<file path="src/rtl/cobsr_pkg.sv">
// Shared types and constants for the COBS/R stream decoder.
`default_nettype none

package cobsr_pkg;

  localparam int unsigned ByteW  = 8;
  localparam int unsigned LenW   = 16;
  localparam int unsigned CountW = 17;

  // Code byte of a full run; no zero follows such a run.
  localparam logic [ByteW-1:0]  FULL_RUN         = 8'hFF;
  // Saturation value of the decoded byte count.
  localparam logic [CountW-1:0] COUNT_MAX        = 17'h1FFFF;
  // Buffer size after reset.
  localparam logic [LenW-1:0]   MAX_LENGTH_RESET = 16'd256;

  // One result beat.
  typedef struct packed {
    logic             data_valid;
    logic [ByteW-1:0] data_byte;
    logic             packet_end;
    logic             overrun;
  } cobsr_result_t;

endpackage

`default_nettype wire

</file>
<file path="src/rtl/cobsr_in_stage.sv">
// Input register stage that holds one encoded byte until the decode stage takes it.
`default_nettype none

module cobsr_in_stage (
  input  wire logic                        clk,
  input  wire logic                        rst,
  input  wire logic                        enc_valid,
  output logic                             enc_stall,
  input  wire logic [cobsr_pkg::ByteW-1:0] in_byte,
  input  wire logic                        take,
  output logic                             hold_valid,
  output logic [cobsr_pkg::ByteW-1:0]      hold_byte
);

  logic accept;

  // The stage is free when empty or when its byte moves on in this cycle.
  assign enc_stall = hold_valid && !take;
  assign accept    = enc_valid && !enc_stall;

  // Occupancy flag.
  always_ff @(posedge clk) begin
    if (rst) begin
      hold_valid <= 1'b0;
    end else if (accept) begin
      hold_valid <= 1'b1;
    end else if (take) begin
      hold_valid <= 1'b0;
    end
  end

  // Payload register, loaded on each accepted beat.
  always_ff @(posedge clk) begin
    if (accept) begin
      hold_byte <= in_byte;
    end
  end

endmodule

`default_nettype wire

</file>
<file path="src/rtl/cobsr_dec_core.sv">
// Decode state, single-pass byte decode logic and the result register.
`default_nettype none

module cobsr_dec_core (
  input  wire logic                        clk,
  input  wire logic                        rst,
  input  wire logic                        cfg_we,
  input  wire logic [cobsr_pkg::LenW-1:0]  cfg_wdata,
  input  wire logic                        hold_valid,
  input  wire logic [cobsr_pkg::ByteW-1:0] hold_byte,
  output logic                             take,
  output logic                             res_valid,
  input  wire logic                        res_stall,
  output cobsr_pkg::cobsr_result_t         res
);

  logic [cobsr_pkg::LenW-1:0]   max_length;
  logic [cobsr_pkg::ByteW-1:0]  run_left;
  logic [cobsr_pkg::ByteW-1:0]  code_byte;
  logic [cobsr_pkg::CountW-1:0] decoded_count;

  logic [cobsr_pkg::ByteW-1:0]  run_left_next;
  logic [cobsr_pkg::ByteW-1:0]  code_byte_next;
  logic [cobsr_pkg::CountW-1:0] decoded_count_next;

  logic                         run_one;
  logic                         run_more;
  logic                         byte_zero;
  logic                         do_count;
  logic                         fits;
  logic [cobsr_pkg::CountW-1:0] limit;
  logic [cobsr_pkg::CountW-1:0] count_after;
  logic                         has_result;
  cobsr_pkg::cobsr_result_t     step;

  // A held byte moves on when the result register is empty or draining.
  assign take = hold_valid && (!res_valid || !res_stall);

  // Configuration register.
  always_ff @(posedge clk) begin
    if (rst) begin
      max_length <= cobsr_pkg::MAX_LENGTH_RESET;
    end else if (cfg_we) begin
      max_length <= cfg_wdata;
    end
  end

  // Decode of one byte against the current run state.
  always_comb begin
    run_one   = (run_left == 8'd1);
    run_more  = (run_left > 8'd1);
    byte_zero = (hold_byte == '0);
    limit     = {1'b0, max_length};

    // At most one decoded byte per beat: an inserted zero at run end,
    // a copied data byte, or the code byte when a frame ends mid-run.
    do_count = (run_one && (code_byte != cobsr_pkg::FULL_RUN) && !byte_zero) || run_more;
    fits     = decoded_count < limit;

    if (do_count && (decoded_count != cobsr_pkg::COUNT_MAX)) begin
      count_after = decoded_count + 1'b1;
    end else begin
      count_after = decoded_count;
    end

    step            = '0;
    step.data_valid = do_count && fits;
    step.packet_end = byte_zero;
    step.overrun    = byte_zero && (count_after > limit);
    if (step.data_valid) begin
      priority if (run_one) begin
        step.data_byte = '0;
      end else if (byte_zero) begin
        step.data_byte = code_byte;
      end else begin
        step.data_byte = hold_byte;
      end
    end
    has_result = step.data_valid || step.packet_end;

    // Next run state: a zero ends the frame, otherwise count down the run
    // or take this byte as the next code byte.
    code_byte_next = code_byte;
    if (byte_zero) begin
      run_left_next = '0;
    end else if (run_more) begin
      run_left_next = run_left - 1'b1;
    end else begin
      run_left_next  = hold_byte;
      code_byte_next = hold_byte;
    end

    decoded_count_next = byte_zero ? '0 : count_after;
  end

  // Run state and packet length.
  always_ff @(posedge clk) begin
    if (rst) begin
      run_left      <= '0;
      code_byte     <= '0;
      decoded_count <= '0;
    end else if (take) begin
      run_left      <= run_left_next;
      code_byte     <= code_byte_next;
      decoded_count <= decoded_count_next;
    end
  end

  // Result register occupancy.
  always_ff @(posedge clk) begin
    if (rst) begin
      res_valid <= 1'b0;
    end else if (take) begin
      res_valid <= has_result;
    end else if (!res_stall) begin
      res_valid <= 1'b0;
    end
  end

  // Result payload.
  always_ff @(posedge clk) begin
    if (take && has_result) begin
      res <= step;
    end
  end

`ifndef SYNTH
  // A frame end always leaves the packet length cleared.
  a_count_cleared: assert property (@(posedge clk) disable iff (rst)
    (take && byte_zero) |=> (decoded_count == '0))
    else $error("decoded count not cleared after packet end");

  // The bytes left in a run never exceed the run's code byte.
  a_run_bound: assert property (@(posedge clk) disable iff (rst)
    run_left <= code_byte)
    else $error("run length exceeds code byte");

  // Overrun is only reported together with a packet end.
  a_overrun_end: assert property (@(posedge clk) disable iff (rst)
    (res_valid && res.overrun) |-> res.packet_end)
    else $error("overrun without packet end");

  // A beat without a decoded byte carries a zero data byte.
  a_data_zero: assert property (@(posedge clk) disable iff (rst)
    (res_valid && !res.data_valid) |-> (res.data_byte == '0))
    else $error("data byte set without data valid");
`endif

endmodule

`default_nettype wire

</file>
<file path="src/rtl/cobsr_stream_decoder_unit.sv">
// COBS/R stream decoder: one encoded byte in, at most one decoded result beat out.
// Path: each accepted byte is held in the input register, then decoded into the
// result register, from which its result beat is presented. A stalled result holds
// the input register, which then stalls.
// Throughput: one byte per cycle unless the result stalls; the run state updates per byte.
// Reset (synchronous, active high): empties both registers, clears run state and
// count, and sets max_length to 256.
`default_nettype none

module cobsr_stream_decoder_unit (
  input  wire logic                        clk,
  input  wire logic                        rst,
  input  wire logic                        cfg_we,
  input  wire logic [cobsr_pkg::LenW-1:0]  cfg_wdata,
  input  wire logic                        enc_valid,
  output logic                             enc_stall,
  input  wire logic [cobsr_pkg::ByteW-1:0] in_byte,
  output logic                             res_valid,
  input  wire logic                        res_stall,
  output logic                             data_valid,
  output logic [cobsr_pkg::ByteW-1:0]      data_byte,
  output logic                             packet_end,
  output logic                             overrun
);

  logic                          hold_valid;
  logic [cobsr_pkg::ByteW-1:0]   hold_byte;
  logic                          take;
  cobsr_pkg::cobsr_result_t      res;

  // Input register.
  cobsr_in_stage u_in (
    .clk        (clk),
    .rst        (rst),
    .enc_valid  (enc_valid),
    .enc_stall  (enc_stall),
    .in_byte    (in_byte),
    .take       (take),
    .hold_valid (hold_valid),
    .hold_byte  (hold_byte)
  );

  // Decode and result register.
  cobsr_dec_core u_core (
    .clk        (clk),
    .rst        (rst),
    .cfg_we     (cfg_we),
    .cfg_wdata  (cfg_wdata),
    .hold_valid (hold_valid),
    .hold_byte  (hold_byte),
    .take       (take),
    .res_valid  (res_valid),
    .res_stall  (res_stall),
    .res        (res)
  );

  // Result fields to ports.
  assign data_valid = res.data_valid;
  assign data_byte  = res.data_byte;
  assign packet_end = res.packet_end;
  assign overrun    = res.overrun;

endmodule

`default_nettype wire

</file>
<file path="config.mk">
export PLATFORM = sky130hd
export DESIGN_NAME = cobsr_stream_decoder_unit
export DESIGN_NICKNAME = d
export VERILOG_FILES = /design/src/rtl/cobsr_pkg.sv /design/src/rtl/cobsr_in_stage.sv /design/src/rtl/cobsr_dec_core.sv /design/src/rtl/cobsr_stream_decoder_unit.sv
export SDC_FILE = /design/constraint.sdc
export NUM_CORES = 1
export LEC_CHECK = 0
export BUFFER_PORTS_ARGS = -buffer_cell sky130_fd_sc_hd__buf_4
export CAP_MARGIN = 20
export CORE_MARGIN = 3
export CORE_UTILIZATION = 60
export CTS_CLUSTER_SIZE = 8
export DETAILED_ROUTE_END_ITERATION = 12
export GPL_TIMING_DRIVEN = 1
export PLACE_DENSITY = 0.81
export SYNTH_ARGS = -nofsm -noshare
export SYNTH_HDL_FRONTEND = slang
export SYNTH_SLANG_ARGS = --single-unit
export TNS_END_PERCENT = 100
</file>
<file path="constraint.sdc">
create_clock -name clk -period 4.5 [get_ports clk]
set_input_delay 0.675 -clock clk [delete_from_list [all_inputs] [get_ports clk]]
set_output_delay 0.675 -clock clk [all_outputs]
set_load 0.02 [all_outputs]
</file>
==> summary.md <==
| Metric | Value |
|---|---|
| Vias per cell | 6.27 |
| Reg clk slew, reported paths | around 0.080 ns |
| First-pass GRT wire length | 17.5 mm |
| Die width | 91.9 um |
| Share of the synthesized area in the top cell type | 23.0% |
| Final cycle utilization of the critical path | approximately 93% |
| Sequential-to-total area share from yosys stat | 35.9% |
| Crit-path cells | nand4_4 > nor3_4 > nand4_2 > nor2_1 > ha_1 > nand4b_1 > a21oi_1 > a2bb2oi_4 > nor2_1 > xor2_1 > ha_1 > nand4_1 > nor3_1 > a2111o_1 > a211oi_1 > o22ai_1 |
| Clk pwr share | between 20% and 30% |
| Final setup vio count | 0 |
| WHS Endpoint | u_core.code_byte[0] |
| WL final | approximately 11 mm |
| Switching power of the nets | around 0.60 mW |
| Critical-path top delay cell | dfxtp_1 |
| CTS root buf | clkbuf_8 |
| Drt first pass iters | 5 |
| Comb pwr share | between 20% and 30% |
| Post-Synth XOR/XNOR Area | 2.96% |
| Worst-Skew Late Latency | roughly 0.35 ns |
| Fmax achieved | about 240 MHz |
| Post-detail-place hpwl | between 7 and 8 mm |
| Top-count cell post-synth | dfxtp_1 |
| Critical path data required time | around 4.6 ns |
| Hold depth | 2 |
| Tightest Pin Transition | just under 1 ns |
| WP buf/inv | 0 |
| Die area | 0.00845 mm^2 |
| Simple-gate share of the synthesized area | between 20% and 30% |
| Minimum clock period | between 4 and 5 ns |
| CP top delay family | simple AND/OR/NAND/NOR gates |
| Area growth syn-to-layout | 12.2% |
| Seq cells post-synth | 70 |
| Most frequent cells after synthesis | 51 x dfxtp_1, 36 x a21oi_1, 36 x nand2_1, 36 x nor2_1, 35 x ha_1 |
| Layout cell share with drive strength beyond 1 | 18.8% |
| Worst Path Arrival | roughly 4.3 ns |
| Clock Sinks | 70 |
| Vias in the first global route | ~3600 |
| CTS tree | built |
| Main combinational cell family by area after synthesis | simple AND/OR/NAND/NOR gates |
| Synth Area in Compound Gates | between 10% and 20% |
| Area leader, netlist | dfxtp_1 |
| Max-slew violation count | 0 |
| Total power | around 1.8 mW |
| Crit Path Category | register to register |
| DRC viols | 0 |
| Synth warnings | 0 |
| DR vias | between 3000 and 4000 |
| Synth Area in Adders | roughly a tenth |
| TritonCTS buffer count | 9 |
| CTS Buffer Depth | 2 |
| Headroom to the max-slew limit | approximately a third |
| Synthesized area | between 0.004 and 0.005 mm^2 |
| R2R Setup Slk | about 0.34 ns |
| Core area | roughly 0.007 mm^2 |
| Largest net degree at the start of global routing | 36 |
| Post-synth ARST share | 0% |
| Worst Skew | roughly 0.009 ns |
| RSZ-0062 raised after global routing | no |
| Number of core rows | 30 |
| CP startpoint kind | register |
| CP max FO | 9 |
| Worst min-delay path category | register to register |
| Min-delay src | u_core.code_byte[0] |
| DR WL/cell | 17.4 um |
| Antenna viol nets, final | 0 |
| Mux share of post-synthesis cell area | under 10% |
| Critical Path Max Stage Delay | approximately 0.54 ns |
| Post-CTS setup buffer count | 0 |
| Congestion Overflow GR | 0 |
| # resized after CTS | 0 |
| Outcome | complete, no violations |
| P_int | 1.16 mW |
| Fin nets | about 570 |
| Port bufs | 41 |
| Routability Congestion | 0.877 |
| Final-report hold violation count | 0 |
| Setup TNS | 0 ns |
| R2r startpoint | u_core.decoded_count[4] |
| Prevailing post-synth register cell | dfxtp_1 |
| Fill cells | ~560 |
| Leakage power | around 2 nW |
| Post-Synthesis Cells | roughly 470 |
| Setup crit end kind | register |
| Starting Density | 63.5% |
| FF-to-FF End | u_core.res[0] |
| GRT Overall Usage | roughly 26% |
| Hold_buf cts | 0 |
| Switch share | between 30% and 40% |
| Sequential Power Share | 42.6% |
| Power density over cell area | roughly 350 mW/mm^2 |
| Antenna Cells | 0 |
| Initial antenna violation count | 0 |
| Htree depth | 3 |
| Syn avg cell area | roughly 9.4 um^2 |
| Top cells by area, synth | dfxtp_1 23%, edfxtp_1 13%, ha_1 9.9% |
| Max IR drop VDD | ~0.00027 V |
| Die height | between 90 and 100 um |
| R2R depth | 16 |
| Number of max-cap violations | 0 |
| Synth Net Count | 537 |
| Netlist cell types | 74 |
| I/O Pins | between 40 and 50 |
| Post-synth EDFFs | 19 |
| Initial DRC count | between 300 and 400 |
-- tightest hold or removal path, stage by stage, from the launching register on --
cell,delay (ns)
dfxtp_1,0.33
nand2_1,0.06
a21oi_1,0.05
-- flip-flops by register name (all words and copies together) (netlist names) --
signal / flops
u_core.decoded_count: 17
u_in.hold_valid: 1
u_core.res: 11
u_core.max_length: 16
u_core.res_valid: 1
u_core.run_left: 8
u_in.hold_byte: 8
u_core.code_byte: 8
-- placed cells by master (no fill, tap or decap), drive strengths merged, types with 2 or more instances in the layout --
master | synthesis | final
o22ai | 4 | 4
nand2 | 37 | 37
or3 | 2 | 2
clkbuf | 8 | 10
inv | 29 | 30
edfxtp | 19 | 19
ha | 35 | 35
o32ai | 2 | 2
o211ai | 13 | 13
o31ai | 6 | 6
xor2 | 7 | 7
and3 | 5 | 5
a32oi | 2 | 2
and4 | 2 | 2
nor3 | 9 | 9
and2 | 3 | 3
nand4b | 2 | 2
nor2b | 5 | 5
dfxtp | 51 | 51
a21o | 3 | 3
mux2 | 3 | 3
a211oi | 7 | 7
nand4 | 12 | 12
or2 | 2 | 2
a21oi | 36 | 36
a22oi | 3 | 3
a21boi | 3 | 3
clkinvlp | 0 | 3
a31oi | 5 | 5
mux2i | 16 | 16
nor4 | 13 | 13
buf | 16 | 47
nand3 | 26 | 26
o21ai | 16 | 16
xnor2 | 8 | 8
nor2 | 36 | 36
a2bb2oi | 2 | 2
or4 | 7 | 7
-- cell type report --
| class | count | area [um^2] | share of cell area [%] |
|---|---|---|---|
| Multi-Input combinational cell | 350 | 2600 | 52.3 |
| Sequential cell | 70 | 1590 | 32.0 |
| Timing Repair Buffer | 47 | 353 | 7.10 |
| Clock buffer | 10 | 128 | 2.57 |
| Tap cell | 96 | 120 | 2.42 |
| Inverter | 29 | 109 | 2.19 |
| Clock inverter | 6 | 70.1 | 1.41 |
-- cells by family (layout without fill, tap and decap cells) --
family | count (synthesis) | count (layout)
XOR/XNOR | 15 | 15
adder cells (fa/ha/maj) | 35 | 35
flip-flops | 70 | 70
multiplexers | 19 | 19
AO/OA/AOI/OAI | 118 | 118
buffers and inverters | 53 | 92
AND/OR/NAND/NOR | 163 | 163
-- power groups by stage --
stage / Combinational (mW) / Sequential, mW / Clock, mW
after floorplan: 0.357 / 0.772 / 0
after global placement: 0.472 / 0.761 / 0
after detailed placement: 0.484 / 0.763 / 0
after CTS: 0.486 / 0.749 / 0.524
after global routing: 0.535 / 0.756 / 0.554
final: 0.492 / 0.751 / 0.519
-- through the flow --
stage	setup WS, ns	utilization, %	instances	instance area [um^2]	hold slack (ns)
global route	0.0305	71.2	608	4970	0.479
floorplan	0.806	-	473	4430	0.450
global placement	0.567	68.4	592	4770	0.461
detailed placement	0.411	68.4	592	4770	0.467
CTS	0.407	71.2	608	4970	0.479
finish	0.337	71.2	608	4970	0.480
-- per-layer routing --
layer | global-route usage, % | wire length, um | share of wire [%]
met3 | 3.86 | 717 | 6.8
met5 | 0 | 0 | 0
met4 | 12.9 | 360 | 3.4
met2 | 39.4 | 4740 | 45
met1 | 36.0 | 4760 | 45
-- worst max path at each step --
stage,start,to,slack [ns],cells after the start
floorplan,u_core.decoded_count[4],u_core.res[0],0.81,18
global placement,u_core.decoded_count[4],u_core.res[0],0.57,16
detailed placement,u_core.decoded_count[4],u_core.res[0],0.41,16
CTS,u_core.decoded_count[4],u_core.res[0],0.41,16
global route,u_core.decoded_count[4],u_core.res[0],0.03,15
finish,u_core.decoded_count[4],u_core.res[0],0.34,16
No activity file was read; power rests on OpenSTA's default activity.
